**config.mk**
```make
export PLATFORM = sky130hd
export DESIGN_NAME = abkf_ctrl
export DESIGN_NICKNAME = d
export VERILOG_FILES = /design/src/sv/abkf_pkg.sv /design/src/sv/abkf_ctrl.sv
export SDC_FILE = /design/constraint.sdc
export NUM_CORES = 1
export LEC_CHECK = 0
export BUFFER_PORTS_ARGS = -buffer_cell sky130_fd_sc_hd__buf_2
export CORE_AREA = 2 2 39 41
export DETAILED_ROUTE_END_ITERATION = 10
export DIE_AREA = 0 0 41 43
export HOLD_SLACK_MARGIN = 0.12
export PLACE_DENSITY = 0.7
export RECOVER_POWER = 100
export SLEW_MARGIN = 10
export SYNTH_ARGS = -nofsm -noshare
export SYNTH_HDL_FRONTEND = slang
export SYNTH_SLANG_ARGS = --single-unit
```
**constraint.sdc**
```tcl
create_clock -name clock -period 1.6 [get_ports clock]
set_input_delay 0 -clock clock [delete_from_list [all_inputs] [get_ports clock]]
set_output_delay 0 -clock clock [all_outputs]
set_load 0.02 [all_outputs]
```
**src/sv/abkf_pkg.sv**
```systemverilog
// Shared types, codes and saturation helpers for the angle/bias Kalman filter.
// Used by the controller, the datapath and the top level; depends on nothing.
package abkf_pkg;

   // configuration register indexes
   localparam logic [1:0] CSR_Q_ANGLE = 2'd0;
   localparam logic [1:0] CSR_Q_BIAS  = 2'd1;
   localparam logic [1:0] CSR_R_MEAS  = 2'd2;

   localparam logic [15:0] Q_ANGLE_RESET = 16'd10;
   localparam logic [15:0] Q_BIAS_RESET  = 16'd30;
   localparam logic [19:0] R_MEAS_RESET  = 20'd3000;

   // quotient width handed to the gain divider
   localparam logic [5:0] GAIN_BITS   = 6'd47;

   localparam logic [46:0] GAIN_LIM = 47'h7FFF_FFFF_FFFF;
   localparam logic [60:0] PROD_LIM = 61'h1000_0000_0000_0000;

   typedef enum logic [2:0] {
      ST_IDLE,
      ST_GO,
      ST_WAIT,
      ST_WB,
      ST_DONE
   } state_type;

   typedef enum logic [3:0] {
      STEP_QA,
      STEP_QB,
      STEP_RM,
      STEP_GM,
      STEP_RATE,
      STEP_P11,
      STEP_T,
      STEP_QBDT,
      STEP_K0,
      STEP_K1,
      STEP_K0Y,
      STEP_K1Y,
      STEP_K1P00,
      STEP_K0P00,
      STEP_K1P01,
      STEP_K0P01
   } step_type;

   typedef struct packed {
      logic     load_in;
      logic     start_div;
      logic     start_cdiv;
      logic     start_mul;
      logic     wb;
      logic     load_out;
      step_type step;
   } cmd_type;

   typedef struct packed {
      logic div_done;
      logic cdiv_done;
      logic mul_done;
   } status_type;

   function automatic logic is_div_step(input step_type s);
      return (s == STEP_K0) || (s == STEP_K1);
   endfunction

   // divisions by a fixed constant, done by reciprocal multiplication
   function automatic logic is_cdiv_step(input step_type s);
      return (s == STEP_QA) || (s == STEP_QB) || (s == STEP_RM) || (s == STEP_GM);
   endfunction

   function automatic logic signed [31:0] sat32(input logic signed [63:0] v);
      logic signed [31:0] r;
      if (v > 64'sh0000_0000_7FFF_FFFF) r = 32'sh7FFF_FFFF;
      else if (v < 64'shFFFF_FFFF_8000_0000) r = 32'sh8000_0000;
      else r = v[31:0];
      return r;
   endfunction

   function automatic logic signed [47:0] sat48(input logic signed [63:0] v);
      logic signed [47:0] r;
      if (v > 64'sh0000_7FFF_FFFF_FFFF) r = 48'sh7FFF_FFFF_FFFF;
      else if (v < 64'shFFFF_8000_0000_0000) r = 48'sh8000_0000_0000;
      else r = v[47:0];
      return r;
   endfunction

endpackage

```
**src/sv/abkf_ctrl.sv**
```systemverilog
// Sequencer for the filter update: walks the step list, starting the divider, the
// constant divider or the multiplier for each step and committing its result. Uses abkf_pkg.
module abkf_ctrl (
   input  logic                   clock,
   input  logic                   reset,
   input  logic                   req_valid,
   output logic                   req_ready,
   output logic                   rsp_valid,
   input  logic                   rsp_ready,
   input  abkf_pkg::status_type   status,
   output abkf_pkg::cmd_type      cmd
);

   abkf_pkg::state_type state_ff, state_in;
   abkf_pkg::step_type  step_ff, step_in;
   logic                rsp_valid_ff, rsp_valid_in;
   logic                div_step;
   logic                cdiv_step;

   always_ff @(posedge clock) begin
      if (reset) begin
         state_ff     <= abkf_pkg::ST_IDLE;
         step_ff      <= abkf_pkg::STEP_QA;
         rsp_valid_ff <= 1'b0;
      end else begin
         state_ff     <= state_in;
         step_ff      <= step_in;
         rsp_valid_ff <= rsp_valid_in;
      end
   end

   always_comb begin
      div_step     = abkf_pkg::is_div_step(step_ff);
      cdiv_step    = abkf_pkg::is_cdiv_step(step_ff);
      state_in     = state_ff;
      step_in      = step_ff;
      req_ready    = 1'b0;
      cmd          = '0;
      cmd.step     = step_ff;
      rsp_valid_in = rsp_valid_ff;
      if (rsp_valid_ff && rsp_ready) rsp_valid_in = 1'b0;
      unique case (state_ff)
         abkf_pkg::ST_IDLE: begin
            req_ready = 1'b1;
            if (req_valid) begin
               cmd.load_in = 1'b1;
               step_in     = abkf_pkg::STEP_QA;
               state_in    = abkf_pkg::ST_GO;
            end
         end
         abkf_pkg::ST_GO: begin
            cmd.start_div  = div_step;
            cmd.start_cdiv = cdiv_step;
            cmd.start_mul  = !div_step && !cdiv_step;
            state_in       = abkf_pkg::ST_WAIT;
         end
         abkf_pkg::ST_WAIT: begin
            if ((div_step && status.div_done) || (cdiv_step && status.cdiv_done) ||
                (!div_step && !cdiv_step && status.mul_done)) begin
               state_in = abkf_pkg::ST_WB;
            end
         end
         abkf_pkg::ST_WB: begin
            cmd.wb = 1'b1;
            if (step_ff == abkf_pkg::STEP_K0P01) begin
               state_in = abkf_pkg::ST_DONE;
            end else begin
               step_in  = abkf_pkg::step_type'(step_ff + 4'd1);
               state_in = abkf_pkg::ST_GO;
            end
         end
         abkf_pkg::ST_DONE: begin
            // hold until the output register is free
            if (!rsp_valid_ff || rsp_ready) begin
               cmd.load_out = 1'b1;
               rsp_valid_in = 1'b1;
               state_in     = abkf_pkg::ST_IDLE;
            end
         end
         default: state_in = abkf_pkg::ST_IDLE;
      endcase
   end

   assign rsp_valid = rsp_valid_ff;

endmodule

```
Yosys cells after proc, flatten, opt, wreduce, memory -nomap -nowiden
Cells that the tools add are included.
{"block": "word_totals", "ff_bits": 8, "inputBits": 7, "output_inout_bits": 12, "wordCells": 56}
{"block": "classes", "add_sub_neg": 1, "n_eq_ne": 14, "mux": 18, "reduce_logical": 20}
{"cell": "3-bit 2-to-1 mux", "n": 5}
{"cell": "3-bit one-hot mux with 5 select lines", "n": 1}
{"cell": "4-bit == test, second input constant", "n": 3}
{"cell": "1-bit 2-to-1 mux", "n": 9}
{"cell": "4-bit by 2-bit == test with 1-bit output, second input constant", "n": 2}
{"cell": "4-bit 2-to-1 mux", "n": 2}
{"cell": "2-bit != test, second input constant", "n": 4}
{"cell": "4-bit one-hot mux with 2 select lines", "n": 1}
{"cell": "1-bit logical OR", "n": 7}
{"cell": "3-bit by 2-bit == test with 1-bit output, second input constant", "n": 2}
{"cell": "3-bit AND reduction", "n": 2}
{"cell": "1-bit logical AND", "n": 5}
{"cell": "4-bit by 1-bit adder with 4-bit output, second input constant", "n": 1}
{"cell": "4-bit by 1-bit == test with 1-bit output, second input constant", "n": 1}
{"cell": "4-bit logical NOT", "n": 1}
{"cell": "3-bit by 1-bit == test with 1-bit output, second input constant", "n": 1}
{"cell": "3-bit == test, second input constant", "n": 1}
{"cell": "1-bit logical NOT", "n": 3}
{"cell": "3-bit logical NOT", "n": 1}
{"cell": "2-bit nonzero test", "n": 1}

Logic depth before layout (Yosys ltp)
{"block": "depth", "word_depth": 10, "mapped_depth": 6, "depth_no_buf": 6}

Worst setup path after synthesis
Ideal clock, no wire load.
{"block": "synth_path", "path_type": "flip-flop to flip-flop", "startpoint": "reg step_ff[0]", "endpoint": "reg state_ff[0]", "setup_time_ps": 146, "arrival_time_ps": 1602, "required_time_ps": 1454, "setup_slack_ps": -148, "path_stages_with_launch": 7, "path_buffers": 0, "period_less_slack_ps": 1748, "path_cell_list": "dfxtp_1 -> inv_1 -> ha_1 -> nor4_1 -> nor3_1 -> a2111oi_0 -> a2111oi_0"}
{"block": "synth_between", "elab_chain_len": 10, "elab_cells_between_ends": 23}
{"item": "start, declared", "line": "abkf_ctrl.sv:15", "rtl": "abkf_pkg::step_type step_ff, step_in;"}
{"item": "start signal, assigned", "line": "abkf_ctrl.sv:23", "rtl": "step_ff <= abkf_pkg::STEP_QA;"}
{"item": "start signal, assigned", "line": "abkf_ctrl.sv:27", "rtl": "step_ff <= step_in;"}
{"item": "4-bit by 1-bit == test with 1-bit output / 4-bit logical NOT (equally long branches)", "line": "abkf_pkg.sv:69", "rtl": "return (s == STEP_QA) || (s == STEP_QB) || (s == STEP_RM) || (s == STEP_GM);"}
{"item": "1-bit logical OR (3 in series)", "line": "abkf_pkg.sv:69"}
{"item": "1-bit logical NOT", "line": "abkf_ctrl.sv:59", "rtl": "(!div_step && !cdiv_step && status.mul_done)) begin"}
{"item": "1-bit logical AND (2 in series)", "line": "abkf_ctrl.sv:59"}
{"item": "1-bit logical OR", "line": "abkf_ctrl.sv:58", "rtl": "if ((div_step && status.div_done) || (cdiv_step && status.cdiv_done) ||"}
{"item": "2-bit != test (no line)"}
{"item": "3-bit AND reduction (no line)"}
{"item": "end signal, assigned", "line": "abkf_ctrl.sv:22", "rtl": "state_ff <= abkf_pkg::ST_IDLE;"}
{"item": "end signal, assigned", "line": "abkf_ctrl.sv:26", "rtl": "state_ff <= state_in;"}
{"item": "end, declared", "line": "abkf_ctrl.sv:14", "rtl": "abkf_pkg::state_type state_ff, state_in;"}
Parallel ways exist; a longest one is shown, timed or not.
A chain may end at the register's enable or synchronous reset.

Final worst setup path
Ends and elaborated chain as after synthesis.

==> metrics.md <==
| Metric | Value |
|---|---|
| Required arrival time at the worst endpoint | `1.73 ns` |
| Top FF cell, synth | `dfxtp_1` |
| Sequential Power Share | `~39%` |
| Mapped cell area | `544 um2` |
| Power dissipated by switching net loads | `~190 uW` |
| Top-level port count | `19` |
| Total Negative Setup Slacks | `0 ns` |
| Initial Util | `~39%` |
| Hold_ws | `around 0.20 ns` |
| Largest net degree at the start of global routing | `11` |
| Share of final-layout standard cells stronger than drive strength 1 | `around 44%` |
| Count of final setup violators | `0` |
| Site Rows | `14` |
| Setup slack, reg-to-reg | `about 0.017 ns` |
| Number of sinks on the clock net | `8` |
| Max Transition Viols Final | `0` |
| Run status | `finished, final reports clean` |
| Clock Skew | `between 0.009 and 0.01 ns` |
| Type of the worst min-delay path | `input port to flip-flop` |
| Antenna violations before repair | `0` |
| Number of storage elements in the synthesis netlist | `8` |
| Final-layout fill cell count | `between 100 and 150` |
| Synth unique cells | `28` |
| Clock root buffer master | `clkbuf_4` |
| Arrival time worst endpoint | `1.72 ns` |
| Count of antenna diodes in the layout | `0` |
| Async set-reset flop share out of synthesis | `0%` |
| Final GP Congestion | `just over 0.8` |
| Leakage | `between 0.0003 and 0.0004 uW` |
| Aggregate global routing overflow | `0` |
| Total Nets Final | `about 110` |
| Number of buffers added by the clock tree synthesis step | `3` |
| Number of hold violations in the final report | `0` |
| Deepest level of the CTS H-tree | `1` |
| Clock tree from TritonCTS | `yes` |
| Compound-Gate Fraction of Synth Area | `between 10% and 20%` |
| Cell-internal power | `~380 uW` |
| Number of remaining DRC errors | `0` |
| Critical path startpoint category | `flip-flop` |
| Relative slew margins | `between 70% and 80%` |
| Max frequency | `between 0.6 and 0.7 GHz` |
| Half-perimeter wire length after placement | `~940 um` |
| Synth top area share | `approximately 29%` |
| Main combinational cell family by area after synthesis | `simple AND/OR/NAND/NOR gates` |
| Count of buffers from port buffering | `18` |
| Final Critical Period | `around 1.6 ns` |
| Syn Inst Count | `67` |
| Synth top area cells | `dfxtp_1, ha_1, a21oi_1` |
| Clock-pin slew on the worst setup and hold paths | `0.06 ns` |
| Adder-cell share of the synthesized area | `under 10%` |
| RSZ-0062 raised after global routing | `yes` |
| Number of cells traversed by the worst register-to-register path | `6` |
| Remaining antenna violation count | `0` |
| Share of the cycle needed by the critical path after routing | `~99%` |
| Fraction of power spent switching nets | `33.1%` |
| Total of warnings raised by yosys | `0` |
| Via count of the first global-routing pass | `502` |
| Height of the die | `43 um` |
| Crit path kind | `flip-flop to flip-flop` |
| Hold Path Sink | `state_ff[0]` |
| Power density over the cells | `678 nW/um2` |
| Worst hold start | `req_valid` |
| Max-cap viol count | `0` |
| Synth Area in Simple Gates | `approximately 34%` |
| Net count after synthesis | `between 70 and 80` |
| Cell count of the worst hold path | `4` |
| Buffer depth of the longest clock path | `2` |
| Total routed wirelength | `~1500 um` |
| Maximum vdd ir drop | `0.408 mV` |
| Share of synthesized area spent on multiplexers | `0%` |
| Detailed router's first-iteration violation count | `24` |
| Vias after detailed routing | `between 500 and 600` |
| Portion of the post-synthesis area used by sequential elements | `a little under 30%` |
| Width of the chip | `slightly above 40 um` |
| Slew at the pin with the worst max-slew slack | `a little under 0.4 ns` |
| Synthesized area per cell | `a little over 8 um2` |
| Number of synthesized flops with an enable pin | `0` |
| Number of optimization iterations in the first detailed-route pass | `4` |
| Syn-to-layout area delta | `52.2%` |
| Total Routing Usage GR | `~18%` |
| Capturing point of the worst reg2reg path | `state_ff[0]` |
| Area of the core region | `around 1400 um2` |
| Kind of end point of the critical path | `flip-flop` |
| Synth area leader | `dfxtp_1` |
| Source-to-sink clock delay at the later pin of the worst-skew pair | `~0.27 ns` |
| Wire length of the first global-routing pass | `roughly 2000 um` |
| Routed vias/inst | `approximately 5.4` |
| Crit-path max FO | `4` |
| Portion of total power attributed to combinational logic | `slightly below 30%` |
| Share of total power in the clock network | `a little under a third` |
| Total die area | `1760 um2` |
| Per-cell routed wire length | `13.3 um` |
| Crit Reg-Reg Startpoint | `step_ff[0]` |
| Xor-xnor portion of the synthesized cell area | `1.61%` |
## worst max-delay path, stage by stage, from the launching register on
cell       delay [ns]
dfxtp_4          0.39
inv_4            0.06
ha_4             0.17
nor4_4           0.27
nor3_2           0.09
a2111oi_2        0.35
a2111oi_2        0.12
## per-stage QoR
step                      instance area [um2]  std cells  total power (uW)  utilization [%]  setup WS (ns)
final                                     828        110               562             59.9         0.0166
after floorplan                           552         67               318                -         0.0199
after detailed placement                  668        102               362             48.3        -0.0697
after CTS                                 785        110               552             56.7        0.00266
after global routing                      828        110               593             59.9        -0.0558
after global placement                    668        102               358             48.3        0.00987
## state kept, by name, indices dropped and copies added (netlist names)
signal     count
step_ff        4
state_ff       3
rsp_valid      1
## worst max-delay path by stage
stage	startpoint	slack, ns	to
final	step_ff[0]	0.02	state_ff[0]
after global routing	step_ff[0]	-0.06	state_ff[0]
after global placement	step_ff[1]	0.01	state_ff[0]
after floorplan	step_ff[0]	0.02	state_ff[0]
after detailed placement	step_ff[0]	-0.07	state_ff[0]
after CTS	step_ff[0]	0.003	state_ff[0]
## cell type report
type | count | area (um2) | share of cell area, %
sequential | 8 | 168 | 20.2
multi-input combinational | 51 | 437 | 52.7
tap | 16 | 20.0 | 2.42
timing repair buffer | 27 | 158 | 19.0
inverter | 4 | 20.0 | 2.42
clock buffer | 4 | 26.3 | 3.17
## metal layers
layer  vias to the layer above  share of wire (%)  global-route usage (%)
met5                         -                  0                       0
met4                         0                2.5                    12.0
met3                         4                6.3                    4.71
met2                        24                 48                    25.3
met1                       279                 43                    22.6
li1                        290                  -                       -
## power by group through the flow
stage / clock, uW / combinational [uW] / sequential [uW]
2_1_floorplan: 0 / 103 / 215
3_3_place_gp: 0 / 136 / 222
3_5_place_dp: 0 / 139 / 223
4_1_cts: 180 / 152 / 220
5_1_grt: 190 / 181 / 221
6_report: 177 / 166 / 220
## placed cells by master, fill, tap and decap left out, types with 2 or more instances in the layout
cell type      Yosys  layout
buf_2              1      15
nor2_1             8       8
a21oi_1            7       7
dfxtp_1            8       6
clkbuf_1           1       5
buf_4              0       5
nand2_1            4       4
ha_4               0       3
clkbuf_4           0       3
dlygate4sd3_1      0       3
inv_4              0       2
nor3_1             3       2
nor2b_1            2       2
inv_1              4       2
nand3_1            3       2
o21ai_0            2       2
or3_1              2       2
a2111oi_2          0       2
dfxtp_4            0       2
## logic make-up after synthesis
kind of cell	after synthesis
and+or+nand+nor	31
AOI/OAI and AO/OA	15
buffers and inverters	8
DFF	8
adders and majority gates	4
xor gates and xnor gates	1
## cells in the mapped netlist (2+ instances only)
cell,n
nand3_1,3
nor3_1,3
nand2_1,4
or3_1,2
a2111oi_0,2
buf_6,2
nand2b_1,2
a21oi_1,7
dfxtp_1,8
inv_1,4
ha_1,4
nor2_1,8
nor2b_1,2
o21ai_0,2
## repair_timing
item                                   CTS  global route
hold buffers                             3             0
pin swaps                                6             1
buffers inserted                         1             0
resized for setup                       13             9
endpoints found under the hold margin    8             0
setup endpoints to repair                1             2
Note: power is estimated with default switching activity, not from simulation.
